<file path="src/rtl/lhdc_pkg.sv">
`timescale 1ns / 1ps
// Shared types and constants of the LED heat map core.
package lhdc_pkg;

	localparam int HEAT_W     = 32;
	localparam int SMOOTH_W   = 48;
	localparam int CFG_IDX_W  = 3;
	localparam int CFG_DATA_W = 24;
	localparam int RATIO_W    = 8;

	// Configuration register indexes
	localparam logic [CFG_IDX_W-1:0] CFG_COOLING_FACTOR = 3'd0;
	localparam logic [CFG_IDX_W-1:0] CFG_PRESS_HEAT     = 3'd1;
	localparam logic [CFG_IDX_W-1:0] CFG_HOLD_HEAT      = 3'd2;
	localparam logic [CFG_IDX_W-1:0] CFG_MIRROR_ENABLE  = 3'd3;
	localparam logic [CFG_IDX_W-1:0] CFG_HOT_COLOR      = 3'd4;
	localparam logic [CFG_IDX_W-1:0] CFG_COLD_COLOR     = 3'd5;

	// Configuration reset values
	localparam logic [15:0] COOLING_RST = 16'd655;
	localparam logic [15:0] PRESS_RST   = 16'd1000;
	localparam logic [15:0] HOLD_RST    = 16'd10;
	localparam logic [23:0] HOT_RST     = 24'hFF0000;
	localparam logic [23:0] COLD_RST    = 24'h0000FF;

	localparam logic       MODE_QUERY = 1'b1;
	// Hold ticks folded into the fixed part of the color ceiling
	localparam logic [6:0] HOLD_TICKS = 7'd100;
	// Blend ratio that selects the hot color outright
	localparam logic [RATIO_W:0] RATIO_HOT = 9'd256;

	typedef struct packed {
		logic       mode;
		logic [5:0] led_index;
		logic       is_key_led;
		logic       key_newly_pressed;
		logic       key_held;
		logic       mirror_is_key_led;
		logic       mirror_newly_pressed;
		logic       mirror_held;
		logic       last_of_tick;
	} lhdc_req_t;

	typedef struct packed {
		logic [7:0] red;
		logic [7:0] green;
		logic [7:0] blue;
	} lhdc_rsp_t;

	typedef struct packed {
		logic busy;
		logic done;
	} lhdc_div_stat_t;

endpackage

</file>
<file path="src/rtl/lhdc_heat_mem.sv">
`timescale 1ns / 1ps
// Per-LED heat memory: one read and one write port, entries read as zero until written.
module lhdc_heat_mem
	import lhdc_pkg::*;
#(
	parameter int DEPTH = 64,
	parameter int AW    = 6
) (
	input  logic              clk,
	input  logic              arst_n,
	input  logic              rd_en,
	input  logic [AW-1:0]     rd_addr,
	output logic [HEAT_W-1:0] rd_data,
	input  logic              wr_en,
	input  logic [AW-1:0]     wr_addr,
	input  logic [HEAT_W-1:0] wr_data
);

	logic [HEAT_W-1:0] mem [DEPTH];
	logic [DEPTH-1:0]  vld_q;
	logic [HEAT_W-1:0] rd_mem_q;
	logic              rd_vld_q;

	always_ff @(posedge clk) begin
		if (wr_en) begin
			mem[wr_addr] <= wr_data;
		end
		if (rd_en) begin
			rd_mem_q <= mem[rd_addr];
		end
	end

	always_ff @(posedge clk or negedge arst_n) begin
		if (!arst_n) begin
			vld_q    <= '0;
			rd_vld_q <= 1'b0;
		end else begin
			if (wr_en) begin
				vld_q[wr_addr] <= 1'b1;
			end
			if (rd_en) begin
				rd_vld_q <= vld_q[rd_addr];
			end
		end
	end

	// unwritten entries hold their reset value of zero
	assign rd_data = rd_vld_q ? rd_mem_q : '0;

endmodule

</file>
<file path="config.mk">
export PLATFORM = sky130hd
export DESIGN_NAME = lhdc_heat_mem
export DESIGN_NICKNAME = d
export VERILOG_FILES = /design/src/rtl/lhdc_pkg.sv /design/src/rtl/lhdc_heat_mem.sv
export SDC_FILE = /design/constraint.sdc
export NUM_CORES = 2
export LEC_CHECK = 0
export ABC_AREA = 1
export BUFFER_PORTS_ARGS = -buffer_cell sky130_fd_sc_hd__buf_2
export CAP_MARGIN = 20
export CORE_MARGIN = 2
export CORE_UTILIZATION = 39
export CTS_BUF_LIST = sky130_fd_sc_hd__clkbuf_4
export DETAILED_ROUTE_END_ITERATION = 10
export PLACE_DENSITY = 0.53
export RECOVER_POWER = 25
export REMOVE_ABC_BUFFERS = 1
export SYNTH_ARGS = -nofsm -noshare
export SYNTH_HDL_FRONTEND = slang
export SYNTH_SLANG_ARGS = --single-unit
</file>
<file path="constraint.sdc">
create_clock -name clk -period 3.1 [get_ports clk]
set_input_delay 0.465 -clock clk [delete_from_list [all_inputs] [get_ports clk]]
set_output_delay 0.465 -clock clk [all_outputs]
set_load 0.01 [all_outputs]
</file>
After elaboration in Yosys (flattened, before gate mapping)
Memory sizes are Yosys's and may differ from the RTL's. A register that Yosys moved wholly into a read port is not among the register bits.
Index checks and enable logic that the tools add are counted.
Widths: inputs -> output; s select.
{"block": "totals", "reg_bits": 65, "ramBits": 2048, "input_bits": 48, "out_inout_bits": 32, "elab_cells": 15, "n_memories": 1}
{"name": "mem", "depth": 64, "width": 32, "rd": 1, "rd_ports_with_merged_regs": 1, "write_ports": 1, "line_no": "lhdc_heat_mem.sv:19", "source": "logic [HEAT_W-1:0] mem [DEPTH];"}
{"block": "classes", "n_lt_le_gt_ge": 3, "mux": 7, "bitwise": 1, "reduce_logical": 1}
{"op": "$or 64x64->64", "n": 1}
{"op": "$mux 32", "n": 1}
{"op": "$lt 6x7->1 const B", "n": 2}
{"op": "$bmux 1 s6", "n": 1}
{"op": "$demux 1 s6", "n": 1}
{"op": "$ge 6x1->1 const B", "n": 1}
{"op": "$mux 1", "n": 4}
{"op": "$logic_and 1x1->1", "n": 1}

Depth between registers and ports, before layout
{"block": "depth", "depth_word": 5, "ltp_mapped": 13, "mapped_depth_nobuf": 9}

Worst setup path before layout
Ideal clock, no wire load.
{"block": "synth_path", "path_kind": "input to register", "startpoint": "input port wr_en", "endpoint": "memory mem[48][0], enable pin", "setup_time_ns": 0.507, "t_arrival_ns": 4.135, "required_ns": 2.593, "path_slack_ns": -1.542, "cell_stages": 3, "path_buffers": 1, "cell_sequence": "clkbuf_1 > nand4_1 > nor4_1"}
{"block": "synth_via", "elab_chain_len": 2}
{"element": "from (decl)", "line_no": "lhdc_heat_mem.sv:14", "source": "input logic wr_en,"}
{"element": "$mux 1", "line_no": "lhdc_heat_mem.sv:25", "source": "if (wr_en) begin"}
{"element": "$mux 1 (implied by the code)", "line_no": "lhdc_heat_mem.sv:26", "source": "mem[wr_addr] <= wr_data;"}
{"element": "to (decl)", "line_no": "lhdc_heat_mem.sv:19"}
No other way between the ends.

Worst setup path in the final report
{"block": "layout_path", "startpoint": "register rd_vld_q", "endpoint": "output port rd_data[25]"}
{"block": "layout_via", "elab_chain_len": 1}
{"element": "from (decl)", "line_no": "lhdc_heat_mem.sv:22", "source": "logic rd_vld_q;"}
{"element": "from (signal assigned)", "line_no": "lhdc_heat_mem.sv:42", "source": "rd_vld_q <= vld_q[rd_addr];"}
{"element": "$mux 32", "line_no": "lhdc_heat_mem.sv:48", "source": "assign rd_data = rd_vld_q ? rd_mem_q : '0;"}
{"element": "to (decl)", "line_no": "lhdc_heat_mem.sv:13", "source": "output logic [HEAT_W-1:0] rd_data,"}
No other way between the ends.

==> results.json <==
{
  "r2r_slack_ns": 0.91,
  "tns_ns": 0,
  "yosysTopAreaCellShare_pct": 73.0,
  "drc_errors": 0,
  "worstPathArrival_ns": 2.50,
  "worst_pin_slew_ns": 3.37,
  "finalHoldViolations": 0,
  "place_area_um2": 92600,
  "dieArea_um2": 223000,
  "initial_core_util_pct": 39.3,
  "dp_hpwl_um": 155000,
  "r2r-start": "mem[41][31]",
  "area_growth_pct": 16.5,
  "drive_gt1_share_pct": 17.8,
  "finalSetupViolCount": 0,
  "dp.cells": 9834,
  "violations": "max-capacitance violations, max-slew violations",
  "drtPass1Iterations": 5,
  "portBuffers": 79,
  "cp-end-kind": "output port",
  "final_max_slew_viol_count": 1137,
  "status": "complete, but fails checks",
  "dieWidth_um": 472,
  "cts.reportedPaths.clkPinSlew_ns": 0.06,
  "skew_ns": 0.0698,
  "power_leakage_nw": 35.9,
  "synth_most_common_cell": "edfxtp_1",
  "synth_commonest_cells": "edfxtp_1, nand2_1, nand3_1",
  "synth_area_um2": 85600,
  "cts_buffers": 571,
  "worstHoldPathCells": 6,
  "core_um2": 218000,
  "worst_r2r_endpoint": "rd_mem_q[31]",
  "final_cell_area_um2": 99700,
  "layout_min_cycle_time_ns": 2.97,
  "grt_max_degree": 124,
  "max-clock-path-buffers": 4,
  "instances_no_fill": 10800,
  "postSynthCellCount": 6989,
  "ys_warn_count": 0,
  "synth_edf_count": 2080,
  "ys_ff_latch": 2145,
  "vias": 59500,
  "cts_max_level": 6,
  "grt_pass1_vias": 57600,
  "fillers": 19700,
  "multi_input_area_um2": 19400,
  "fmax_ghz": 0.337,
  "worst-path-max-fanout": 33,
  "startpoint_type": "flop",
  "slew_headroom_pct": -125,
  "ff_latch_area_um2": 64100,
  "min_to": "rd_mem_q[6]",
  "p_per_area_nw_per_um2": 607,
  "drtIter0Drc": 6731,
  "num-nets-final": 7653,
  "totalWireLength_um": 278000,
  "boundaryPins": 80,
  "via_per_inst": 5.49,
  "grt_pass1_wl_um": 401000,
  "dpl_worst_slack_ns": -0.125,
  "clockRootBuffer": "clkbuf_4",
  "cap_violations": 30,
  "grt-ovfl-total": 0,
  "min_period_over_period_pct": 95.7,
  "cts_tree": "built",
  "rows": 171,
  "peakVddDrop_v": 0.000436,
  "wl_per_cell_um": 25.7,
  "async_flop_share_pct": 3.03,
  "reg2reg_depth": 9,
  "fin_ws_ns": 0.133,
  "yosys.cell_types.count": 21,
  "antenna_found_initial": 16,
  "postRouteAntennaNets": 0,
  "synth_flop_cell": "edfxtp_1",
  "track_usage_pct": 24.6,
  "synth.avg_cell_area_um2": 12.2,
  "die_y_um": 472,
  "hold_start": "rd_addr[4]",
  "postCtsSetupBuffers": 0,
  "hold_path_class": "input pin to flop",
  "ys_top_cells_by_area": "edfxtp_1, nand3_1, nand2_1, dfrtp_1, o21ai_0",
  "yosysSeqAreaShare_pct": 74.9,
  "clock-sinks": 2145,
  "crit_type": "flop to output port",
  "rsz0062_at_grt": "false",
  "required_ns": 2.63,
  "gp_congestion": 0.831,
  "clock_latency_ns": 1.36,
  "yosys.area.top_type": "edfxtp_1"
}
## registers in the layout (all words and copies together), names as in the netlist
| signal | flops |
|---|---|
| vld_q | 64 |
| rd_mem_q | 32 |
| mem | 2048 |
| rd_vld_q | 1 |
## worst max-delay path: stages, from the launching register on
cell	delay, ns
dfrtp_1	0.35
buf_8	0.33
nand2_2	0.23
inv_1	0.11
buf_2	0.13
## power by group
group,leakage [nW],switching (mW),internal (mW)
clock,4.08,11.2,12.4
sequential,19.6,0.151,32.2
combinational,12.3,3.21,1.29
## layout make-up
type                    instances  area share [%]
inverters                     109           0.439
flip-flops and latches       2145            64.3
repair buffers                510            5.45
clock inverters                94           0.394
well taps                    2854            3.58
multi-input cells            4268            19.5
diodes                         15          0.0377
clock buffers                 841            6.33
## per-layer routing
metal | wire, µm | global-route usage, %
met1 | 120000 | 34.7
met2 | 128000 | 38.2
met3 | 20400 | 3.95
met4 | 10500 | 9.99
met5 | 0 | 0
## layout by cell type (no fill, tap or decap), types with 56 or more instances in the layout
cell type / n
a21oi_1: 66
buf_12: 139
buf_4: 218
clkbuf_4: 841
clkinv_1: 75
dfrtp_1: 65
edfxtp_1: 2080
inv_1: 101
nand2_1: 1836
nand3_1: 1514
nor2_1: 259
nor2_4: 56
o21ai_0: 300
o22ai_1: 128
or2_2: 64
## repair_timing
| item | 4_1_cts | 5_1_grt |
|---|---|---|
| hold buffers | 52 | 0 |
| endpoints found under the hold margin | 3212 | 0 |
| gates resized for setup | 6 | 0 |
| setup endpoints to repair | 28 | 0 |
## metrics by stage
| stage | hold WS, ns | power, mW | utilization, % |
|---|---|---|---|
| finish | 0.319 | 60.5 | 45.8 |
| detailed placement | 0.453 | 37.4 | 42.6 |
| global route | 0.262 | 62.8 | 45.8 |
| CTS | 0.0437 | 61.0 | 45.9 |
| floorplan | 0.169 | 34.9 | - |
| global placement | 0.451 | 37.4 | 42.6 |
## worst max path at each step
stage | startpoint | endpoint | slack [ns]
finish | rd_vld_q | rd_data[25] | 0.13
detailed placement | rd_addr[0] | rd_mem_q[13] | -0.12
floorplan | rd_addr[0] | rd_mem_q[30] | -5.87
global placement | rd_addr[0] | rd_mem_q[13] | -0.10
global route | rd_vld_q | rd_data[18] | 0.008
CTS | rd_vld_q | rd_data[31] | 0.01
## cell families (layout without fill, tap and decap cells)
kind of cell	after synthesis	count (layout)	synth area share [%]
AND/OR/NAND/NOR	3750	3750	18.9
buffers and inverters	576	1554	3.01
other	0	15	0
AO/OA/AOI/OAI	518	518	3.22
flip-flops	2145	2145	74.9
(Power assumes the default switching activity.)
