File: src/rtl/lhdc_pkg.sv
`timescale 1ns / 1ps
// Shared types and constants of the LED heat map core.
package lhdc_pkg;

	localparam int HEAT_W     = 32;
	localparam int SMOOTH_W   = 48;
	localparam int CFG_IDX_W  = 3;
	localparam int CFG_DATA_W = 24;
	localparam int RATIO_W    = 8;

	// Configuration register indexes
	localparam logic [CFG_IDX_W-1:0] CFG_COOLING_FACTOR = 3'd0;
	localparam logic [CFG_IDX_W-1:0] CFG_PRESS_HEAT     = 3'd1;
	localparam logic [CFG_IDX_W-1:0] CFG_HOLD_HEAT      = 3'd2;
	localparam logic [CFG_IDX_W-1:0] CFG_MIRROR_ENABLE  = 3'd3;
	localparam logic [CFG_IDX_W-1:0] CFG_HOT_COLOR      = 3'd4;
	localparam logic [CFG_IDX_W-1:0] CFG_COLD_COLOR     = 3'd5;

	// Configuration reset values
	localparam logic [15:0] COOLING_RST = 16'd655;
	localparam logic [15:0] PRESS_RST   = 16'd1000;
	localparam logic [15:0] HOLD_RST    = 16'd10;
	localparam logic [23:0] HOT_RST     = 24'hFF0000;
	localparam logic [23:0] COLD_RST    = 24'h0000FF;

	localparam logic       MODE_QUERY = 1'b1;
	// Hold ticks folded into the fixed part of the color ceiling
	localparam logic [6:0] HOLD_TICKS = 7'd100;
	// Blend ratio that selects the hot color outright
	localparam logic [RATIO_W:0] RATIO_HOT = 9'd256;

	typedef struct packed {
		logic       mode;
		logic [5:0] led_index;
		logic       is_key_led;
		logic       key_newly_pressed;
		logic       key_held;
		logic       mirror_is_key_led;
		logic       mirror_newly_pressed;
		logic       mirror_held;
		logic       last_of_tick;
	} lhdc_req_t;

	typedef struct packed {
		logic [7:0] red;
		logic [7:0] green;
		logic [7:0] blue;
	} lhdc_rsp_t;

	typedef struct packed {
		logic busy;
		logic done;
	} lhdc_div_stat_t;

endpackage

File: src/rtl/lhdc_div.sv
`timescale 1ns / 1ps
// Restoring divider for the blend ratio: one quotient bit per cycle.
module lhdc_div
	import lhdc_pkg::*;
(
	input  logic               clk,
	input  logic               arst_n,
	input  logic               start,
	input  logic [HEAT_W-1:0]  dividend,
	input  logic [HEAT_W-1:0]  divisor,
	output lhdc_div_stat_t     stat,
	output logic [RATIO_W-1:0] quot
);

	localparam int CntW = $clog2(RATIO_W);

	logic [HEAT_W:0]          rem_q;
	logic [RATIO_W-1:0]       quot_q;
	logic [CntW-1:0]          cnt_q;
	logic                     busy_q;
	logic                     done_q;
	logic [HEAT_W:0]          trial;
	logic                     fits;

	// dividend stays below divisor, so the shifted remainder fits one extra bit
	assign trial = {rem_q[HEAT_W-1:0], 1'b0};
	assign fits  = trial >= {1'b0, divisor};

	always_ff @(posedge clk) begin
		if (start) begin
			rem_q  <= {1'b0, dividend};
			quot_q <= '0;
		end else if (busy_q) begin
			rem_q  <= fits ? (trial - {1'b0, divisor}) : trial;
			quot_q <= {quot_q[RATIO_W-2:0], fits};
		end
	end

	always_ff @(posedge clk or negedge arst_n) begin
		if (!arst_n) begin
			busy_q <= 1'b0;
			done_q <= 1'b0;
			cnt_q  <= '0;
		end else begin
			done_q <= 1'b0;
			if (start) begin
				busy_q <= 1'b1;
				cnt_q  <= '0;
			end else if (busy_q) begin
				cnt_q <= cnt_q + 1'b1;
				if (cnt_q == CntW'(RATIO_W - 1)) begin
					busy_q <= 1'b0;
					done_q <= 1'b1;
				end
			end
		end
	end

	assign stat.busy = busy_q;
	assign stat.done = done_q;
	assign quot      = quot_q;

endmodule

File: config.mk
export PLATFORM = sky130hd
export DESIGN_NAME = lhdc_div
export DESIGN_NICKNAME = d
export VERILOG_FILES = /design/src/rtl/lhdc_pkg.sv /design/src/rtl/lhdc_div.sv
export SDC_FILE = /design/constraint.sdc
export NUM_CORES = 1
export LEC_CHECK = 0
export ABC_CLOCK_PERIOD_IN_PS = 7400
export BUFFER_PORTS_ARGS = -buffer_cell sky130_fd_sc_hd__buf_2
export CAP_MARGIN = 20
export CORE_ASPECT_RATIO = 0.7
export CORE_MARGIN = 3
export CORE_UTILIZATION = 35
export CTS_CLUSTER_SIZE = 30
export DETAILED_ROUTE_END_ITERATION = 8
export GPL_TIMING_DRIVEN = 0
export PLACE_DENSITY = 0.61
export SLEW_MARGIN = 20
export SYNTH_ARGS = -nofsm -noshare
export SYNTH_HDL_FRONTEND = slang
export SYNTH_SLANG_ARGS = --single-unit
export TNS_END_PERCENT = 100
File: constraint.sdc
create_clock -name clk -period 7.4 [get_ports clk]
set_input_delay 1.48 -clock clk [delete_from_list [all_inputs] [get_ports clk]]
set_output_delay 1.48 -clock clk [all_outputs]
set_load 0.005 [all_outputs]
# After elaboration in Yosys (flattened, before gate mapping)
# Cells that the tools add are included.
[totals]
ff_bits = 45
mem_bits_ro = 0
memories = 0
latchBits = 0
inputBits = 67
wordCells = 21
ramBits = 0
[op_classes]
div = 0
n_lt_le_gt_ge = 1
multipliers = 0
shifts = 0
n_eq_ne = 1
muxes = 11
n_addsub = 2
reduce_logical = 1
bitwise_logic = 0
[op_table]
columns = ["cell", "count"]
rows = [
  ["32-bit 2-to-1 mux", 3],
  ["33-bit by 32-bit >= comparator with 1-bit output", 1],
  ["32-bit subtractor", 1],
  ["1-bit 2-to-1 mux", 6],
  ["3-bit 2-to-1 mux", 2],
  ["3-bit by 1-bit adder with 3-bit output, second input constant", 1],
  ["3-bit equality test, second input constant", 1],
  ["2-bit nonzero test", 1],
]

# Depth between registers and ports, before layout
# Gate-level depths: netlist of run 1.
[depth]
word_depth = 4
mapped_depth = 12
depth_no_buf = 11

# Least setup slack after synthesis of run 1
# Ideal clock, no wire load.
[synth_timing]
path_type = "input -> register"
start = "input divisor[5]"
end = "register rem_q[30] (data pin)"
setup_ns = 0.270
path_slack_ns = 3.592
cell_stages = 10
arrival_time_ns = 3.538
path_cell_list = "inv_1 ha_1 or2_4 a31oi_2 a211oi_2 o311ai_4 a31oi_4 o211a_1 a2111oi_4 o41ai_2"
[synth_via]
elab_chain_len = 4
[synth_lines]
columns = ["element", "line_no", "source"]
rows = [
  ["start, declared", "lhdc_div.sv:10", "input logic [HEAT_W-1:0] divisor,"],
  ["32-bit subtractor / 33-bit by 32-bit >= comparator with 1-bit output (equally long branches)", "lhdc_div.sv:34, lhdc_div.sv:27", ""],
  ["32-bit 2-to-1 mux (*)", "lhdc_div.sv:34", "rem_q <= fits ? (trial - {1'b0, divisor}) : trial;"],
  ["32-bit 2-to-1 mux (*)", "lhdc_div.sv:33", "end else if (busy_q) begin"],
  ["32-bit 2-to-1 mux (*)", "lhdc_div.sv:30", "if (start) begin"],
  ["end signal, assigned", "lhdc_div.sv:31", "rem_q <= {1'b0, dividend};"],
  ["end signal, assigned", "lhdc_div.sv:34", ""],
  ["end, declared", "lhdc_div.sv:17", "logic [HEAT_W:0] rem_q;"],
]
# Mark *: on every way between the ends. The rest lies on a longest branch, timed or not. The select of a mux whose other input is x is not followed.
# A chain may end at the register's enable or synchronous reset.

# Worst setup path after layout of run 1
[layout_timing]
start = "input divisor[16]"
end = "register rem_q[2] (data pin)"
[layout_via]
elab_chain_len = 4
[layout_lines]
columns = ["element", "line_no", "source"]
rows = [
  ["33-bit by 32-bit >= comparator with 1-bit output", "lhdc_div.sv:27", "assign fits = trial >= {1'b0, divisor};"],
  ["32-bit 2-to-1 mux", "lhdc_div.sv:34", ""],
  ["32-bit 2-to-1 mux", "lhdc_div.sv:33", ""],
  ["32-bit 2-to-1 mux", "lhdc_div.sv:30", ""],
]
# No other way between the ends. The select of a mux whose other input is x is not followed.

==> results of run 1 <==
## logic make-up (layout without fill, tap and decap cells)
| group | after synthesis | in the layout | share of synthesized area (%) |
|---|---|---|---|
| flip-flops | 45 | 45 | 28.8 |
| AO/OA/AOI/OAI | 138 | 138 | 23.9 |
| buffers and inverters | 67 | 151 | 7.29 |
| adder cells (fa/ha/maj) | 35 | 35 | 10.3 |
| AND/OR/NAND/NOR | 155 | 155 | 18.3 |
| multiplexers | 31 | 31 | 7.17 |
| XOR/XNOR | 21 | 21 | 4.25 |
## worst max-delay path, delay by kind of cell
kind | cells | cell delay, ns
adders and majority gates | 1 | 0.38
muxes | 1 | 0.28
AOI/OAI and AO/OA | 3 | 0.62
and+or+nand+nor | 4 | 0.78
buffers and inverters | 4 | 0.49
## final cells by class
type / instances / area [sq um] / share of cell area, %
Timing Repair Buffer: 76 / 403 / 7.90
Sequential cell: 45 / 1250 / 24.4
Clock buffer: 6 / 150 / 2.95
Tap cell: 157 / 196 / 3.85
Buffer: 25 / 158 / 3.09
Inverter: 42 / 158 / 3.09
Multi-Input combinational cell: 380 / 2770 / 54.3
Clock inverter: 2 / 17.5 / 0.344
## power by group
group | internal [W] | switching (W) | total, W
sequential | 0.000399 | 0.0000601 | 0.000459
clock | 0.000149 | 0.000119 | 0.000268
combinational | 0.000610 | 0.000830 | 0.00144
## through the flow
stage / setup WS, ns / cells
floorplan: 3.59 / 492
global placement: 3.08 / 724
detailed placement: 3.11 / 725
CTS: 3.41 / 733
global route: 3.23 / 733
finish: 3.40 / 733
## path summary, 6_finish.rpt
kind                             start       end  slack, ns
max                        divisor[16]  rem_q[2]       3.40
min                            quot[7]   quot[7]       0.49
max reg2reg                  rem_q[15]  rem_q[2]       4.26
min reg2reg                    quot[7]   quot[7]       0.49
max in group asynchronous       arst_n  cnt_q[2]       6.28
min in group asynchronous       arst_n    busy_q       0.98
## Yosys cell counts (2+ instances only)
cell type / n
or3_1: 3
and4_1: 2
nor3_1: 10
xor2_1: 6
a21o_2: 3
and3_1: 8
o311ai_1: 2
o21a_1: 3
edfxtp_1: 32
a21oi_2: 5
a21o_1: 7
mux2i_1: 31
inv_1: 41
clkbuf_1: 6
nand3b_1: 2
xnor2_1: 15
and2_1: 6
nand2b_1: 5
nand2_1: 48
buf_6: 4
o21ai_1: 22
nor4_1: 2
nor3b_1: 2
buf_1: 3
a211o_1: 2
o211ai_1: 7
or2_2: 2
a31oi_4: 2
buf_2: 6
ha_1: 34
nand3_1: 14
o31ai_1: 6
nand4_1: 6
buf_4: 4
dfrtp_1: 5
nor2_1: 32
a21oi_1: 28
a31oi_1: 10
dfxtp_1: 8
o21ai_0: 14
## layer usage
layer  track usage, %  vias to the layer above  share of wire, %
li1                 -                     1968                 -
met1             26.7                     1857                52
met2             26.6                      112                42
met3             3.01                       12               4.7
met4             4.81                        0               1.5
met5                0                        -                 0
## registers in the layout, indices dropped and copies added, names as in the netlist
register and cells:
rem_q 32, quot 8, cnt_q 3, busy_q 1
done_q 1
==> metrics, run 1 <==
clock buffers created by TritonCTS=5; number of storage elements in the synthesis netlist=45; ratio of final minimum period to clock period=54.1%; final global-route overflow total=0; post-route clock skew=0.0104 ns; number of iterations in the first detailed-routing pass=4; antenna violations before repair=0; depth of the worst register-to-register path=11; highest fanout seen on the critical path=10; First DRT Iteration DRCs=222; layout filler cell count=1218; worst path arrival time=4.04 ns; starting density of the core=36.4%; number of cells produced by synthesis=492; data required time at the worst endpoint=7.44 ns; Critical Path Start Type=primary input; diode count=0; die area=around 14000 sq um; post-synthesis to final-layout area growth=17.8%; peak supply drop=0.151 mV; Port Buf Inserts=75; largest net degree at the start of global routing=20; Fin. Hold Viols=0; Remaining DRCs=0; row count=33; Final Critical Period=4.00 ns; detailed-route vias per instance=5.39; sum of internal, switching and leakage power=0.00217 W; cell type with the largest total area after synthesis=edfxtp_1; dominant register cell in the synthesized netlist=edfxtp_1; sequential-to-total area share from yosys stat=between 20% and 30%; most common library cell in the layout ignoring fill and taps=buf_2; H-tree level count=2; Setup-failing EPs final=0; Core Region=11900 sq um; Critical Path, Cell by Cell=buf_2 > inv_1 > ha_1 > and3_1 > buf_2 > nand4_1 > nand4b_1 > a31oi_1 > nor3_1 > a21oi_2 > buf_6 > mux2i_1 > o21ai_1; number of nets produced by synthesis=594; worst slew pin tran=0.708 ns; fmax=0.250 GHz; Sinks on Clock Net=45; clock latency on the worst-skew pair=approximately 0.31 ns; quantity of gates resized following cts=0; Post-CTS Setup Repair Bufs=0; total global routing track utilization=17.9%; number of distinct library cells after synthesis=84; Routed Antenna Nets=0; final slew viol count=0; last weighted congestion value of the routability-driven placer=0.893; status=complete, no violations; synthesized area divided by synthesized cell count=8.80 sq um; post-synth design cell area=4330 sq um; RSZ-0062 raised after global routing=false; Die H=99.0 um; Total Neg Setup Slack=0 ns; Max clock buf depth=2; ports placed on the boundary=77; wirelength, routed=12300 um; relative slew slack=52.3%; placed inst area=4930 sq um; wire length of the first global-routing pass=19800 um; Final Util=42.9%; average wire length per cell after detail routing=16.8 um; number of flops mapped to enable cells by yosys=32; most frequent cells in the layout=buf_2 (81), nand2_1 (47), inv_1 (41), ha_1 (34); floorplan die width=139 um; area share of the largest cell type after synthesis=approximately 22%; final design area excluding fillers=5100 sq um; dominant cells by area after synthesis=edfxtp_1 (22%), ha_1 (9.8%), mux2i_1 (7.2%); worst min-delay path category=flop to flop; fin nets=677; final HPWL from detailed placement=9560 um; vias in the first global route=~4000; share of async-settable or async-resettable flops after synthesis=11.1%; hold bufs inserted after CTS=0; leakage power figure=2.41 nW; Clock transition at path regs=0.07 ns; Warnings, synthesis=0; worst hold-check slack=between 0.4 and 0.5 ns; number of vias after detailed routing=between 3000 and 4000; # Max-Cap Violations=0; Root Buffer=clkbuf_16; crit end category=flop; TritonCTS clock tree=yes; power density cells=425 nW/um^2; stage delay of the slowest cell on the critical path=0.38 ns; Critical Path Slowest Stage Cell=ha_1; fraction of layout cells with a size suffix above 1=between 20% and 30%; class of the most critical setup path=primary input to flop; critical path's most frequent cell=buf_2; depth of the worst hold-timing path=2
(Power assumes the default switching activity.)
==> inputs of run 2 (changes only) <==
--- a/config.mk
+++ b/config.mk
@@ -5,7 +5,8 @@
 export SDC_FILE = /design/constraint.sdc
 export NUM_CORES = 1
 export LEC_CHECK = 0
-export ABC_CLOCK_PERIOD_IN_PS = 7400
+export ABC_AREA = 1
+export ABC_CLOCK_PERIOD_IN_PS = 3900
 export BUFFER_PORTS_ARGS = -buffer_cell sky130_fd_sc_hd__buf_2
 export CAP_MARGIN = 20
 export CORE_ASPECT_RATIO = 0.7
==> constraint.sdc (replaced) <==
create_clock -name clk -period 3.9 [get_ports clk]
set_input_delay 0.78 -clock clk [delete_from_list [all_inputs] [get_ports clk]]
set_output_delay 0.78 -clock clk [all_outputs]
set_load 0.005 [all_outputs]
==> run 2 against run 1 <==
Largest power group unchanged. Cell count up 50%. Final area up 14%. Sequential cell count stayed put.
==> metrics, run 2 <==
share of async-settable or async-resettable flops after synthesis=11.1% (unchanged); synthesized area divided by synthesized cell count=6.02 sq um (was 8.80 sq um); dominant register cell in the synthesized netlist=edfxtp_1 (unchanged); Port Buf Inserts=75 (unchanged); share of total power in the clock network=12.9% (was 12.3%); worst path arrival time=2.77 ns (was 4.04 ns); flip-flop count of the largest register after layout=32 (unchanged); Remaining DRCs=0 (unchanged); leakage power figure=3.41 nW (was 2.41 nW); number of storage elements in the synthesis netlist=45 (unchanged); diode count=0 (unchanged); most common library cell in the layout ignoring fill and taps=nand2_1 (was buf_2); peak supply drop=0.237 mV (was 0.151 mV); largest net degree at the start of global routing=32 (was 20); register with the highest flop count=rem_q (unchanged); Switching Power=0.00198 W (was 0.00101 W); ports placed on the boundary=77 (unchanged); clock buffers created by TritonCTS=5 (unchanged); Sequential Power Share=21.1% (was 21.2%); internal power consumption=0.00193 W (was 0.00116 W); Sinks on Clock Net=45 (unchanged); number of vias after detailed routing=5071 (was 3949); class of the most critical setup path=primary input to flop (unchanged); final design area excluding fillers=5800 sq um (was 5100 sq um); fmax=0.369 GHz; Clock transition at path regs=0.08 ns (was 0.07 ns); Final Util=42.7% (was 42.9%); final slew viol count=0 (unchanged); vias in the first global route=4704 (was 3890); TritonCTS clock tree=yes (unchanged); die area=15800 sq um (was 13800 sq um); row count=35 (was 33); dominant cells by area after synthesis=nand2_1 (25%), edfxtp_1 (19%), inv_1 (13%) (was edfxtp_1 (22%), ha_1 (9.8%), mux2i_1 (7.2%)); ratio of final minimum period to clock period=69.5%; sum of internal, switching and leakage power=0.00391 W (was 0.00217 W); post-route clock skew=0.0144 ns (was 0.0104 ns); fin nets=1016 (was 677); post-synth design cell area=5000 sq um (was 4330 sq um); last weighted congestion value of the routability-driven placer=0.913 (was 0.893); Max clock buf depth=2 (unchanged); clock latency on the worst-skew pair=0.31 ns (about the same); top post-synthesis cells by count=nand2_1 (337), inv_1 (167), nand3_1 (77) (was nand2_1 (48), inv_1 (41), ha_1 (34)); Total Neg Setup Slack=0 ns (unchanged); number of distinct library cells after synthesis=35 (was 84); Routed Antenna Nets=0 (unchanged); total global routing track utilization=20.0% (was 17.9%); placed inst area=5630 sq um (was 4930 sq um); starting density of the core=36.8% (was 36.4%); H-tree level count=2 (unchanged); crit end category=flop (unchanged); cell type with the largest total area after synthesis=nand2_1 (was edfxtp_1); Root Buffer=clkbuf_16 (unchanged); number of iterations in the first detailed-routing pass=5 (was 4); # Max-Cap Violations=0 (unchanged); Switching Share=50.6% (was 46.6%); relative slew slack=55.8% (was 52.3%); Post-CTS Setup Repair Bufs=0 (unchanged); detailed-route vias per instance=4.61 (was 5.39); number of nets produced by synthesis=933 (was 594); worst min-delay path category=primary input to async pin (was flop to flop); fraction of layout cells with a size suffix above 1=12.8% (was 23.3%); quantity of gates resized following cts=0 (unchanged); final HPWL from detailed placement=13000 um (was 9560 um); antenna violations before repair=0 (unchanged); area share of the largest cell type after synthesis=25.3% (was 22.2%); RSZ-0062 raised after global routing=false (unchanged); data required time at the worst endpoint=3.96 ns (was 7.44 ns); Final Critical Period=between 2 and 3 ns; Die H=106 um (was 99.0 um); floorplan die width=149 um (was 139 um); Fin. Hold Viols=0 (unchanged); power density cells=675 nW/um^2 (was 425 nW/um^2); most frequent cells in the layout=nand2_1 (336), inv_1 (167), buf_2 (78), nand3_1 (77), nor2_1 (42) (was buf_2 (81), nand2_1 (47), inv_1 (41), ha_1 (34)); post-synthesis to final-layout area growth=15.9% (was 17.8%); wire length of the first global-routing pass=24700 um (was 19800 um); highest fanout seen on the critical path=10 (unchanged); number of flops mapped to enable cells by yosys=32 (unchanged); final global-route overflow total=0 (unchanged); average wire length per cell after detail routing=14.0 um (was 16.8 um); Warnings, synthesis=0 (unchanged); sequential-to-total area share from yosys stat=24.9% (was 28.8%); worst hold-check slack=0.263 ns (was 0.494 ns); Setup-failing EPs final=0 (unchanged); number of cells produced by synthesis=831 (was 492); Core Region=13600 sq um (was 11900 sq um); wirelength, routed=15400 um (was 12300 um); hold bufs inserted after CTS=0 (unchanged); First DRT Iteration DRCs=329 (was 222); combinational share of power=66.1% (was 66.5%); most numerous cell in the Yosys netlist=nand2_1 (unchanged); status=complete, no violations (unchanged); worst slew pin tran=0.662 ns (was 0.708 ns); Critical Path Start Type=primary input (unchanged)
-- run 2: power by group through the flow --
stage | Combinational [W] | Sequential, W | Clock (W)
final | 0.00258 | 0.000824 | 0.000504
after global routing | 0.00293 | 0.000836 | 0.000535
after CTS | 0.00256 | 0.000816 | 0.000519
after detailed placement | 0.00254 | 0.000825 | 0
after global placement | 0.00253 | 0.000823 | 0
after floorplan | 0.00190 | 0.000775 | 0
-- run 2: cell families after synthesis --
family	after synthesis	synth area share, %
AO/OA/AOI/OAI	31	3.45
XOR/XNOR	16	2.80
adder cells (fa/ha/maj)	35	8.90
buffers and inverters	193	15.5
flip-flops	45	24.9
AND/OR/NAND/NOR	511	44.4
-- run 2: worst paths after layout --
kind / from / endpoint / cells after the start / slack [ns]
max: divisor[26] / rem_q[14] / 15 / 1.19
min: arst_n / cnt_q[2] / 1 / 0.26
max reg2reg: rem_q[12] / rem_q[14] / 13 / 1.34
min reg2reg: quot[3] / quot[3] / 2 / 0.49
max in group asynchronous: arst_n / busy_q / 1 / 3.49
min in group clk: quot[3] / quot[3] / 2 / 0.49
-- run 2: stage by stage --
step | cells | setup slack (ns)
floorplan | 831 | 1.43
global placement | 1091 | 0.676
detailed placement | 1092 | 0.877
CTS | 1100 | 1.20
global route | 1100 | 1.01
finish | 1100 | 1.19
-- run 2: critical path, stage by stage --
cell and delay (ns):
buf_2 0.08, inv_1 0.04, ha_1 0.40, nand2_1 0.13, nor2_1 0.25, nand2_1 0.09
nor2_1 0.13, nand2_1 0.08, nand2_2 0.12, nor2_8 0.08, nand2_8 0.11, buf_6 0.17
nand2_1 0.14, nand3_1 0.12, nand2_1 0.06
-- run 2: per-layer routing --
| layer | vias to the layer above | part of all wire (%) | global-route usage (%) |
|---|---|---|---|
| met5 | - | 0 | 0 |
| met4 | 0 | 1.2 | 3.98 |
| met3 | 13 | 6.8 | 3.28 |
| met2 | 146 | 36 | 26.5 |
| met1 | 2200 | 56 | 33.0 |
| li1 | 2712 | - | - |
-- run 2: layout make-up --
type	instances	area [sq um]
plain buffers	20	128
well taps	185	231
multi-input cells	593	2980
clock buffers	6	150
inverters	173	649
fillers	1533	7780
flip-flops and latches	45	1250
repair buffers	76	395
clock inverters	2	17.5
